<file path="config.mk">
export PLATFORM = sky130hd
export DESIGN_NAME = least_connections_server_selector_unit
export DESIGN_NICKNAME = d
export VERILOG_FILES = /design/src/hw/rtl/lcss_pkg.sv /design/src/hw/rtl/lcss_ram.sv /design/src/hw/rtl/lcss_scan.sv /design/src/hw/rtl/least_connections_server_selector_unit.sv
export VERILOG_INCLUDE_DIRS = /design/src /design/src/hw/rtl
export SDC_FILE = /design/constraint.sdc
export NUM_CORES = 2
export LEC_CHECK = 0
export BUFFER_PORTS_ARGS = -buffer_cell sky130_fd_sc_hd__buf_2
export CORE_ASPECT_RATIO = 0.7
export CORE_MARGIN = 2
export CORE_UTILIZATION = 58
export CTS_BUF_LIST = sky130_fd_sc_hd__clkbuf_4 sky130_fd_sc_hd__clkbuf_8
export DETAILED_ROUTE_END_ITERATION = 8
export PLACE_DENSITY = 0.78
export SYNTH_ARGS = -nofsm -noshare
export SYNTH_HDL_FRONTEND = slang
export SYNTH_SLANG_ARGS = --single-unit
</file>
<file path="constraint.sdc">
create_clock -name i_clk -period 14.9 [get_ports i_clk]
set_input_delay 2.98 -clock i_clk [delete_from_list [all_inputs] [get_ports i_clk]]
set_output_delay 2.98 -clock i_clk [all_outputs]
set_load 0.01 [all_outputs]
</file>
<file path="src/hw/rtl/least_connections_server_selector_unit_assert.svh">
// Assertion macros for the least-connections server selector.
// Included by the top level; needs nothing else.
`ifndef LEAST_CONNECTIONS_SERVER_SELECTOR_UNIT_ASSERT_SVH
`define LEAST_CONNECTIONS_SERVER_SELECTOR_UNIT_ASSERT_SVH

// cond in the same cycle
`define LCSS_ASSERT_SAME(lbl, clk, rst_n, ante, cond, msg) \
    lbl: assert property (@(posedge clk) disable iff (!rst_n) (ante) |-> (cond)) \
        else $error(msg);

// cond in the next cycle
`define LCSS_ASSERT_NEXT(lbl, clk, rst_n, ante, cond, msg) \
    lbl: assert property (@(posedge clk) disable iff (!rst_n) (ante) |=> (cond)) \
        else $error(msg);

`endif

</file>
<file path="src/hw/rtl/lcss_pkg.sv">
// Shared types and constants for the least-connections server selector.
// No dependencies.
`default_nettype none
package lcss_pkg;

    localparam int CountW = 20;
    localparam int TotalW = 24;
    localparam logic [CountW-1:0] COUNT_MAX = {CountW{1'b1}};
    localparam logic [TotalW-1:0] TOTAL_MAX = {TotalW{1'b1}};

    typedef enum logic [2:0] {
        ACT_REGISTER = 3'd0,
        ACT_USER_ADD = 3'd1,
        ACT_USER_DEL = 3'd2,
        ACT_REMOVE   = 3'd3,
        ACT_REQUEST  = 3'd4
    } t_action;

    typedef enum logic [2:0] {
        STAT_OK         = 3'd0,
        STAT_NO_SERVER  = 3'd1,
        STAT_ALL_FULL   = 3'd2,
        STAT_UNKNOWN    = 3'd3,
        STAT_TABLE_FULL = 3'd4
    } t_status;

    typedef enum logic [1:0] {
        S_IDLE,
        S_SCAN,
        S_DRAIN,
        S_EXEC
    } t_state;

    // one table entry, also the layout of the captured input item
    typedef struct packed {
        logic [CountW-1:0] count;
        logic [CountW-1:0] capacity;
        logic [15:0]       port;
        logic [31:0]       address;
        logic [15:0]       handle;
    } t_entry;

    typedef struct packed {
        logic clear;
        logic beat;
        logic vbit;
    } t_scan_ctl;

    typedef struct packed {
        logic   found;
        logic   any;
        logic   best_found;
        logic   free_found;
        t_entry match;
        t_entry best;
    } t_scan_res;

endpackage
`default_nettype wire

</file>
<file path="src/hw/rtl/lcss_ram.sv">
// Generic single-port-write, single-port-read RAM with registered read.
// No dependencies.
`default_nettype none
module lcss_ram #(
    parameter int WIDTH = 8,
    parameter int DEPTH = 16,
    localparam int AW = (DEPTH > 1) ? $clog2(DEPTH) : 1
) (
    input  wire logic             i_clk,
    input  wire logic             i_we,
    input  wire logic [AW-1:0]    i_waddr,
    input  wire logic [WIDTH-1:0] i_wdata,
    input  wire logic [AW-1:0]    i_raddr,
    output logic      [WIDTH-1:0] o_rdata
);

    logic [WIDTH-1:0] r_mem [DEPTH];

    always_ff @(posedge i_clk) begin
        if (i_we) begin
            r_mem[i_waddr] <= i_wdata;
        end
        o_rdata <= r_mem[i_raddr];
    end

endmodule
`default_nettype wire

</file>
<file path="src/hw/rtl/lcss_scan.sv">
// Scan accumulator: takes one table entry per cycle while beat is set and keeps the handle
// match, the lowest free slot and the least-loaded open server. Uses lcss_pkg.
`default_nettype none
module lcss_scan #(
    parameter int NUM_SERVERS = 16,
    localparam int IW = (NUM_SERVERS > 1) ? $clog2(NUM_SERVERS) : 1
) (
    input  wire logic               i_clk,
    input  wire lcss_pkg::t_scan_ctl i_ctl,
    input  wire logic [IW-1:0]      i_idx,
    input  wire lcss_pkg::t_entry   i_entry,
    input  wire logic [15:0]        i_handle,
    output lcss_pkg::t_scan_res     o_res,
    output logic      [IW-1:0]      o_match_idx,
    output logic      [IW-1:0]      o_free_idx
);
    import lcss_pkg::*;

    t_scan_res   r_res;
    logic [IW-1:0] r_match_idx;
    logic [IW-1:0] r_free_idx;
    logic        open_slot;
    logic        better;

    always_comb begin
        open_slot = i_entry.count < i_entry.capacity;
        better = !r_res.best_found || (i_entry.count < r_res.best.count) ||
                 ((i_entry.count == r_res.best.count) &&
                  (i_entry.handle < r_res.best.handle));
    end

    always_ff @(posedge i_clk) begin
        if (i_ctl.clear) begin
            r_res.found      <= 1'b0;
            r_res.any        <= 1'b0;
            r_res.best_found <= 1'b0;
            r_res.free_found <= 1'b0;
        end else if (i_ctl.beat) begin
            if (i_ctl.vbit) begin
                r_res.any <= 1'b1;
                if (!r_res.found && (i_entry.handle == i_handle)) begin
                    r_res.found <= 1'b1;
                    r_res.match <= i_entry;
                    r_match_idx <= i_idx;
                end
                if (open_slot && better) begin
                    r_res.best_found <= 1'b1;
                    r_res.best       <= i_entry;
                end
            end else if (!r_res.free_found) begin
                r_res.free_found <= 1'b1;
                r_free_idx       <= i_idx;
            end
        end
    end

    assign o_res       = r_res;
    assign o_match_idx = r_match_idx;
    assign o_free_idx  = r_free_idx;

endmodule
`default_nettype wire

</file>
<file path="src/hw/rtl/least_connections_server_selector_unit.sv">
// Least-connections server selector: entry table in one RAM, scanned per item.
// Each item runs S_SCAN (all table entries read through the single registered
// RAM read port into lcss_scan), S_DRAIN (last read word scanned) and S_EXEC (update,
// held while the last result still waits for tready); a new item is taken only in S_IDLE.
// Reset clears valid bits, the online total and control; RAM contents are left as is.
// Uses lcss_pkg, lcss_ram, lcss_scan and the assertion macro header.
`default_nettype none
module least_connections_server_selector_unit #(
    parameter int NUM_SERVERS = 16
) (
    input  wire logic         i_clk,
    input  wire logic         i_rst_n,
    input  wire logic         i_s_axis_tvalid,
    output logic              o_s_axis_tready,
    // tdata: server_handle, ip_address, port_number, capacity, initial_count
    input  wire logic [103:0] i_s_axis_tdata,
    // tuser: action
    input  wire logic [2:0]   i_s_axis_tuser,
    output logic              o_m_axis_tvalid,
    input  wire logic         i_m_axis_tready,
    // tdata: chosen_handle, chosen_address, chosen_port, total_online
    output logic      [87:0]  o_m_axis_tdata,
    // tuser: status
    output logic      [2:0]   o_m_axis_tuser
);
    import lcss_pkg::*;

    `include "least_connections_server_selector_unit_assert.svh"

    localparam int IW = (NUM_SERVERS > 1) ? $clog2(NUM_SERVERS) : 1;
    localparam logic [IW-1:0] LAST_IDX = IW'(NUM_SERVERS - 1);

    t_state  r_state, n_state;
    t_action r_action;
    t_entry  r_item;
    logic [IW-1:0] r_addr;
    logic [IW-1:0] r_rd_idx;
    logic          r_beat;
    logic [NUM_SERVERS-1:0] r_valid;
    logic [TotalW-1:0] r_total, n_total;

    logic            r_out_valid;
    t_status         r_out_status;
    logic [15:0]     r_out_handle;
    logic [31:0]     r_out_addr;
    logic [15:0]     r_out_port;

    logic          accept;
    logic          exec_fire;
    logic          scan_clear;
    t_scan_ctl     scan_ctl;
    t_scan_res     res;
    logic [IW-1:0] match_idx;
    logic [IW-1:0] free_idx;
    t_entry        rd_entry;
    logic [$bits(t_entry)-1:0] rd_word;

    logic          we;
    logic [IW-1:0] waddr;
    t_entry        wentry;
    logic          set_valid;
    logic          clr_valid;
    t_status       n_status;
    logic          chosen;
    logic [CountW-1:0] add_val;
    logic [CountW-1:0] sub_val;
    logic [TotalW:0]   sum;

    assign accept = (r_state == S_IDLE) && i_s_axis_tvalid && i_rst_n;

    // next state
    always_comb begin
        n_state = r_state;
        unique case (r_state)
            S_IDLE:  if (i_s_axis_tvalid) n_state = S_SCAN;
            S_SCAN:  if (r_addr == LAST_IDX) n_state = S_DRAIN;
            S_DRAIN: n_state = S_EXEC;
            S_EXEC:  if (!r_out_valid || i_m_axis_tready) n_state = S_IDLE;
            default: n_state = S_IDLE;
        endcase
    end

    // state outputs
    always_comb begin
        o_s_axis_tready = 1'b0;
        scan_clear      = 1'b0;
        exec_fire       = 1'b0;
        unique case (r_state)
            S_IDLE: begin
                o_s_axis_tready = i_rst_n;
                scan_clear      = i_s_axis_tvalid && i_rst_n;
            end
            S_EXEC:  exec_fire = !r_out_valid || i_m_axis_tready;
            default: ;
        endcase
    end

    always_ff @(posedge i_clk) begin
        if (!i_rst_n) begin
            r_state <= S_IDLE;
            r_beat  <= 1'b0;
        end else begin
            r_state <= n_state;
            r_beat  <= (r_state == S_SCAN);
        end
    end

    always_ff @(posedge i_clk) begin
        if (accept) begin
            r_action <= t_action'(i_s_axis_tuser);
            r_item   <= {i_s_axis_tdata[103:84], i_s_axis_tdata[83:64],
                         i_s_axis_tdata[63:48], i_s_axis_tdata[47:16],
                         i_s_axis_tdata[15:0]};
        end
        if (accept) begin
            r_addr <= '0;
        end else if (r_state == S_SCAN) begin
            r_addr <= r_addr + IW'(1);
        end
        r_rd_idx <= r_addr;
    end

    lcss_ram #(
        .WIDTH ($bits(t_entry)),
        .DEPTH (NUM_SERVERS)
    ) u_ram (
        .i_clk   (i_clk),
        .i_we    (we),
        .i_waddr (waddr),
        .i_wdata (wentry),
        .i_raddr (r_addr),
        .o_rdata (rd_word)
    );

    assign rd_entry = t_entry'(rd_word);

    assign scan_ctl.clear = scan_clear;
    assign scan_ctl.beat  = r_beat;
    assign scan_ctl.vbit  = r_valid[r_rd_idx];

    lcss_scan #(
        .NUM_SERVERS (NUM_SERVERS)
    ) u_scan (
        .i_clk       (i_clk),
        .i_ctl       (scan_ctl),
        .i_idx       (r_rd_idx),
        .i_entry     (rd_entry),
        .i_handle    (r_item.handle),
        .o_res       (res),
        .o_match_idx (match_idx),
        .o_free_idx  (free_idx)
    );

    // update decision
    always_comb begin
        we        = 1'b0;
        waddr     = match_idx;
        wentry    = res.match;
        set_valid = 1'b0;
        clr_valid = 1'b0;
        n_status  = STAT_OK;
        chosen    = 1'b0;
        add_val   = '0;
        sub_val   = '0;
        unique case (r_action)
            ACT_REGISTER: begin
                if (res.found) begin
                    add_val = r_item.count;
                end else if (!res.free_found) begin
                    n_status = STAT_TABLE_FULL;
                end else begin
                    we        = 1'b1;
                    waddr     = free_idx;
                    wentry    = r_item;
                    set_valid = 1'b1;
                    add_val   = r_item.count;
                end
            end
            ACT_USER_ADD: begin
                if (!res.found) begin
                    n_status = STAT_UNKNOWN;
                end else begin
                    we = 1'b1;
                    if (res.match.count != COUNT_MAX) begin
                        wentry.count = res.match.count + CountW'(1);
                    end
                    add_val = CountW'(1);
                end
            end
            ACT_USER_DEL: begin
                if (!res.found) begin
                    n_status = STAT_UNKNOWN;
                end else begin
                    we = 1'b1;
                    if (res.match.count != '0) begin
                        wentry.count = res.match.count - CountW'(1);
                    end
                    sub_val = CountW'(1);
                end
            end
            ACT_REMOVE: begin
                if (!res.found) begin
                    n_status = STAT_UNKNOWN;
                end else begin
                    clr_valid = 1'b1;
                    sub_val   = res.match.count;
                end
            end
            ACT_REQUEST: begin
                if (!res.any) begin
                    n_status = STAT_NO_SERVER;
                end else if (!res.best_found) begin
                    n_status = STAT_ALL_FULL;
                end else begin
                    chosen = 1'b1;
                end
            end
            default: ;
        endcase
        we = we && exec_fire;

        sum = {1'b0, r_total} + (TotalW+1)'(add_val);
        if (sum > {1'b0, TOTAL_MAX}) begin
            n_total = TOTAL_MAX;
        end else begin
            n_total = sum[TotalW-1:0];
        end
        if (TotalW'(sub_val) > r_total) begin
            n_total = '0;
        end else if (sub_val != '0) begin
            n_total = r_total - TotalW'(sub_val);
        end
    end

    always_ff @(posedge i_clk) begin
        if (!i_rst_n) begin
            r_valid     <= '0;
            r_total     <= '0;
            r_out_valid <= 1'b0;
        end else begin
            if (exec_fire) begin
                r_total <= n_total;
                if (set_valid) begin
                    r_valid[free_idx] <= 1'b1;
                end
                if (clr_valid) begin
                    r_valid[match_idx] <= 1'b0;
                end
            end
            if (exec_fire) begin
                r_out_valid <= 1'b1;
            end else if (i_m_axis_tready) begin
                r_out_valid <= 1'b0;
            end
        end
    end

    always_ff @(posedge i_clk) begin
        if (exec_fire) begin
            r_out_status <= n_status;
            r_out_handle <= chosen ? res.best.handle  : '0;
            r_out_addr   <= chosen ? res.best.address : '0;
            r_out_port   <= chosen ? res.best.port    : '0;
        end
    end

    assign o_m_axis_tvalid = r_out_valid;
    assign o_m_axis_tuser  = r_out_status;
    assign o_m_axis_tdata  = {r_total, r_out_port, r_out_addr, r_out_handle};

    `LCSS_ASSERT_SAME(a_no_server_empty, i_clk, i_rst_n,
        exec_fire && (n_status == STAT_NO_SERVER), r_valid == '0,
        "no server reported while table holds entries")
    `LCSS_ASSERT_SAME(a_table_full, i_clk, i_rst_n,
        exec_fire && (n_status == STAT_TABLE_FULL), &r_valid,
        "table full reported with a free slot")
    `LCSS_ASSERT_NEXT(a_remove_clears, i_clk, i_rst_n,
        exec_fire && clr_valid, !r_valid[$past(match_idx)],
        "removed server still valid")
    `LCSS_ASSERT_NEXT(a_del_no_rise, i_clk, i_rst_n,
        exec_fire && (r_action == ACT_USER_DEL), r_total <= $past(r_total),
        "online total rose on user removal")

endmodule
`default_nettype wire
</file>
Word level (Yosys, flattened, before mapping)
Memories as Yosys holds them, arrays and structs flattened. A register that Yosys moved wholly into a read port is not among the register bits.
Cells that the tools add are included.
Widths: inputs -> output; s select.
{"block": "totals", "register_bits": 426, "inputBits": 111, "ram_bits": 1664, "word_cells": 154, "n_memories": 1, "output_inout_bits": 93}
{"block": "classes", "n_lt_le_gt_ge": 10, "bitwise_logic": 6, "addsub": 5, "muxes": 56, "n_reduce_logical": 30, "n_eq_ne": 14}
{"memory": "u_ram.r_mem", "words": 16, "word_bits": 104, "read_ports": 1, "rd_ports_with_merged_regs": 1, "write_ports": 1, "line": "lcss_ram.sv:17", "rtl": "logic [WIDTH-1:0] r_mem [DEPTH];"}
{"cell": "$mux 104", "n": 2}
{"cell": "$mux 20", "n": 7}
{"cell": "$mux 84", "n": 1}
{"cell": "$pmux 20 s2", "n": 2}
{"cell": "$mux 24", "n": 3}
{"cell": "$mux 16", "n": 4}
{"cell": "$pmux 20 s3", "n": 1}
{"cell": "$lt 20x20->1", "n": 2}
{"cell": "$reduce_bool 20->1", "n": 2}
{"cell": "$add 24x20->25", "n": 1}
{"cell": "$gt 25x24->1 const B", "n": 1}
{"cell": "$gt 20x24->1", "n": 1}
{"cell": "$sub 24x20->24", "n": 1}
{"cell": "$add 20x1->20 const B", "n": 1}
{"cell": "$eq 20x20->1", "n": 1}
{"cell": "$ne 20x20->1 const B", "n": 1}
{"cell": "$sub 20x1->20 const B", "n": 1}
{"cell": "$mux 1", "n": 19}
{"cell": "$and 16x16->16", "n": 1}
{"cell": "$eq 16x16->1", "n": 1}
{"cell": "$lt 16x16->1", "n": 1}
{"cell": "$not 16->16", "n": 1}
{"cell": "$or 16x16->16", "n": 1}
{"cell": "$lt 4x5->1 const B", "n": 3}
{"cell": "29 further kinds", "n": 62}

Depth between registers and ports, before layout
{"block": "logic_depth", "ltp_word": 10, "mapped_depth": 20, "ltp_nobuf": 16}

Hierarchy
A second synthesis with hierarchy kept.
{"block": "hier_totals", "hier_cells": 4517, "hier_area_um2": 85435.7}
{"module": "lcss_ram", "cells_per_inst": 2662, "area_per_inst_um2": 64252.9, "seq_area_each_um2": 52049.9, "instances": 1}
{"module": "least_connections_server_selector_unit", "cells_per_inst": 1415, "area_per_inst_um2": 13000.0, "seq_area_each_um2": 6266.0, "instances": 1}
{"module": "lcss_scan", "cells_per_inst": 440, "area_per_inst_um2": 8182.8, "seq_area_each_um2": 6566.3, "instances": 1}

Worst setup path before layout
OpenSTA, ideal clock, no wires.
{"block": "synth_path", "path_kind": "input to register", "from": "input i_rst_n", "to": "register u_scan.r_match_idx[0], in the netlist u_scan.o_match_idx[0] (enable)", "setup_time_ns": 0.843, "n_path_buf": 0, "arrival_ns": 13.740, "stages": 4, "slack_ns": 0.317, "required_ns": 14.057, "cell_sequence": "and2_1 nand2_1 nand3_1 nor4_1"}
{"block": "synth_between", "elab_chain_cells": 4}
{"element": "start, declared", "line": "least_connections_server_selector_unit.sv:12", "rtl": "input wire logic i_rst_n,"}
{"element": "$logic_and 1x1->1", "line": "least_connections_server_selector_unit.sv:91", "rtl": "scan_clear = i_s_axis_tvalid && i_rst_n;"}
{"element": "$mux 1", "line": "least_connections_server_selector_unit.sv:88", "rtl": "unique case (r_state)"}
{"element": "$not 1->1 (no line)"}
{"element": "$reduce_and 4->1 (no line)"}
{"element": "end signal, assigned", "line": "lcss_scan.sv:44", "rtl": "r_match_idx <= i_idx;"}
{"element": "end, declared", "line": "lcss_scan.sv:20", "rtl": "logic [IW-1:0] r_match_idx;"}
Every way passes these cells.
A chain may end at the register's enable or synchronous reset.

Worst setup path after layout
{"block": "layout_path", "from": "input i_rst_n", "to": "output o_s_axis_tready"}
{"block": "layout_between", "elab_chain_cells": 1}
{"element": "$mux 1", "line": "least_connections_server_selector_unit.sv:88"}
{"element": "end, declared", "line": "least_connections_server_selector_unit.sv:14", "rtl": "output logic o_s_axis_tready,"}
Every way passes these cells.

==> flow_summary.json <==
{
  "clk_pin_slew_ns": 0.07,
  "status": "complete, no violations",
  "seq_power_share": 0.504,
  "core_mm2": 0.1452,
  "final_hold_viol_count": 0,
  "placed_cell_area_mm2": 0.08835,
  "ir_drop_v": 0.0001145,
  "grt_pass1_vias": 43310,
  "viasPerCell": 6.340,
  "crit_path_start_kind": "primary input",
  "routabilityCongestion": 0.8920,
  "p_leak_nw": 31.24,
  "grt_pass1_wl_um": 287500,
  "grt_max_degree": 105,
  "synthCells": 4229,
  "clock_latency_ns": 1.04,
  "ys_types": 80,
  "crit_path_top_delay_cell": "buf_2",
  "wl_per_cell_um": 28.75,
  "cts_hold_buf": 0,
  "syn-num-nets": 4444,
  "max_freq_mhz": 154.7,
  "regToRegSetupSlack_ns": 9.24,
  "row_count": 117,
  "ys_ff_latch": 2194,
  "fin_nets": 4853,
  "root_buffer": "clkbuf_8",
  "async_flop_share": 0,
  "synthTopCellsByArea": "edfxtp_1 (72%), mux4_2 (14%), dfxtp_1 (3.8%)",
  "synth_top_area_share": 0.7201,
  "path_max_fanout": 2,
  "cts.path.max_buffers": 4,
  "worstHoldStart": "u_ram.o_rdata[30]",
  "drtPass1Iterations": 6,
  "yosys_warnings": 0,
  "htree_levels": 5,
  "hold-path-endpoint": "u_scan.o_res[134]",
  "p_clk_frac": 0.327,
  "finalWirelength_um": 196900,
  "whs_path_depth": 0,
  "timing.final.crit_period_ns": 6.464,
  "yosysSeqAreaShare": 0.7579,
  "overflow": 0,
  "slew_headroom": 0.1593,
  "cap_violations": 0,
  "clock-sinks": 2194,
  "crit_required_ns": 11.92,
  "drv_slew": 0,
  "fin_skew_ns": 0.08076,
  "area_growth_pct": 11.79,
  "rsz0062_at_grt": "false",
  "fp.dieW_um": 461.1,
  "die_y_um": 324.0,
  "pwr-share-comb": 0.169,
  "cts_made_buffers": 326,
  "io_pins": 204,
  "fin_setup_tns_ns": 0,
  "powerDensity_mw_per_mm2": 156.3,
  "arrival_ns": 3.48,
  "num_vias": 43430,
  "swShare": 0.2582,
  "setup_viol": 0,
  "synth_top_area_cell": "edfxtp_1",
  "endpoint_kind": "output pin",
  "drc": 0,
  "syn_area_mm2": 0.08482,
  "slowest_delay_ns": 0.18,
  "final_antenna_net_count": 0,
  "hold_class": "reg2reg",
  "dieArea_mm2": 0.1494,
  "antenna_found_initial": 6,
  "reg2reg_to": "u_ram.r_mem[15][103]",
  "drtIter0Drc": 6355,
  "grt_usage": 0.2661,
  "path_class": "in2out",
  "tightestPinTransition_ns": 1.256,
  "p_int_mw": 10.99,
  "period_share": 0.4338,
  "layout-drive-gt1-share": 0.2838,
  "power.switching_mw": 3.827,
  "port_buffers": 203,
  "start_util": 0.5841,
  "crit_chain": "buf_2 > and2_1 > buf_2",
  "synth_edf_count": 2034,
  "r2r-start": "r_action[0]",
  "hpwl_um": 113100,
  "path_common_cell": "buf_2",
  "synth.avg_cell_area_um2": 20.06,
  "cts_tree": "done",
  "cts_setup_buffers": 0,
  "post_cts_resize_count": 0,
  "synth_ff_type": "edfxtp_1",
  "r2r_cells": 9,
  "fin_area_mm2": 0.09482
}
[worst max-delay path by stage]
stage / start / to / slack, ns / cells after the start
after floorplan: i_rst_n / u_scan.o_match_idx[0] / 0.32 / 4
after global placement: i_m_axis_tready / u_ram.r_mem[13][24] / 7.81 / 10
after detailed placement: i_m_axis_tready / u_ram.r_mem[15][94] / 7.63 / 10
after CTS: i_rst_n / o_s_axis_tready / 8.35 / 3
after global routing: i_rst_n / o_s_axis_tready / 8.35 / 3
final: i_rst_n / o_s_axis_tready / 8.44 / 3
[flip-flops by register name (all words and copies together), names as in the netlist, 16 cells and up]
register	flops
u_ram.r_mem	1664
u_scan.o_res	192
r_item	104
u_ram.o_rdata	104
r_out_addr	32
r_total	24
r_out_handle	16
r_out_port	16
r_valid	16
[critical path, delay by kind of cell]
family,cells,cell delay [ns]
and+or+nand+nor,1,0.18
buffers and inverters,2,0.32
[through the flow]
stage | instances | util | setup WS (ns) | hold slack (ns) | power [mW]
after floorplan | 4229 | - | 0.3168 | 0.3290 | 9.255
after global placement | 6273 | 0.6084 | 7.809 | 0.4210 | 10.04
after detailed placement | 6273 | 0.6084 | 7.631 | 0.4218 | 10.10
after CTS | 6847 | 0.6528 | 8.347 | 0.4231 | 14.90
after global routing | 6848 | 0.6529 | 8.347 | 0.4237 | 15.32
final | 6850 | 0.6529 | 8.436 | 0.4170 | 14.82
[synthesized netlist by cell type, types with 21 or more instances]
| cell type | count |
|---|---|
| nor2_1 | 99 |
| mux4_2 | 525 |
| o21ai_0 | 74 |
| and2_1 | 73 |
| xor2_1 | 36 |
| nand3_1 | 33 |
| buf_1 | 38 |
| inv_1 | 82 |
| a21oi_1 | 82 |
| clkbuf_1 | 146 |
| nand2_1 | 343 |
| nor2b_1 | 21 |
| nand4_1 | 24 |
| ha_1 | 102 |
| nand2b_1 | 22 |
| xnor2_1 | 25 |
| edfxtp_1 | 2034 |
| nor3_1 | 34 |
| dfxtp_1 | 160 |
| a21o_1 | 38 |
[layout make-up]
cell class / instances / area, um^2
Clock inverter: 91 / 636.9
Sequential cell: 2194 / 64300
Multi-Input combinational cell: 1754 / 19640
Antenna cell: 3 / 7.507
Timing Repair Buffer: 278 / 1642
Tap cell: 1963 / 2456
Inverter: 84 / 322.8
Clock buffer: 483 / 5816
Fill cell: 9165 / 50400
[power by group through the flow]
stage	clock (mW)	sequential [mW]	combinational [mW]
global route	5.15	7.49	2.68
detailed placement	0	7.59	2.51
floorplan	0	7.33	1.92
finish	4.84	7.47	2.50
CTS	4.91	7.47	2.53
global placement	0	7.59	2.45
[logic make-up after synthesis]
logic type / share of synthesized area
adder cells (fa/ha/maj): 0.01552
AO/OA/AOI/OAI: 0.02778
XOR/XNOR: 0.006299
buffers and inverters: 0.01286
multiplexers: 0.1407
flip-flops: 0.7579
AND/OR/NAND/NOR: 0.03899
[layer usage]
layer / vias to the layer above / track usage / wire length (um)
met3: 303 / 0.05967 / 21300
met2: 2682 / 0.4007 / 90970
met1: 22420 / 0.3970 / 79880
met5: - / 0 / 13
met4: 2 / 0.07767 / 4780
li1: 18020 / - / -
[layout by cell type, fill, tap and decap left out, drive strengths merged, types with 9 or more instances in the layout]
cell,count
a211oi,10
a21boi,12
a21o,38
a21oi,83
a221o,16
a221oi,10
a31oi,11
and2,74
and3,9
buf,278
clkbuf,483
clkinv,73
dfxtp,160
edfxtp,2034
ha,102
inv,86
mux2i,11
mux4,525
nand2,343
nand2b,22
nand3,34
nand4,24
nor2,101
nor2b,21
nor3,34
nor4,13
o21ai,74
xnor2,25
xor2,36
Power figures use the tool's default switching activity.
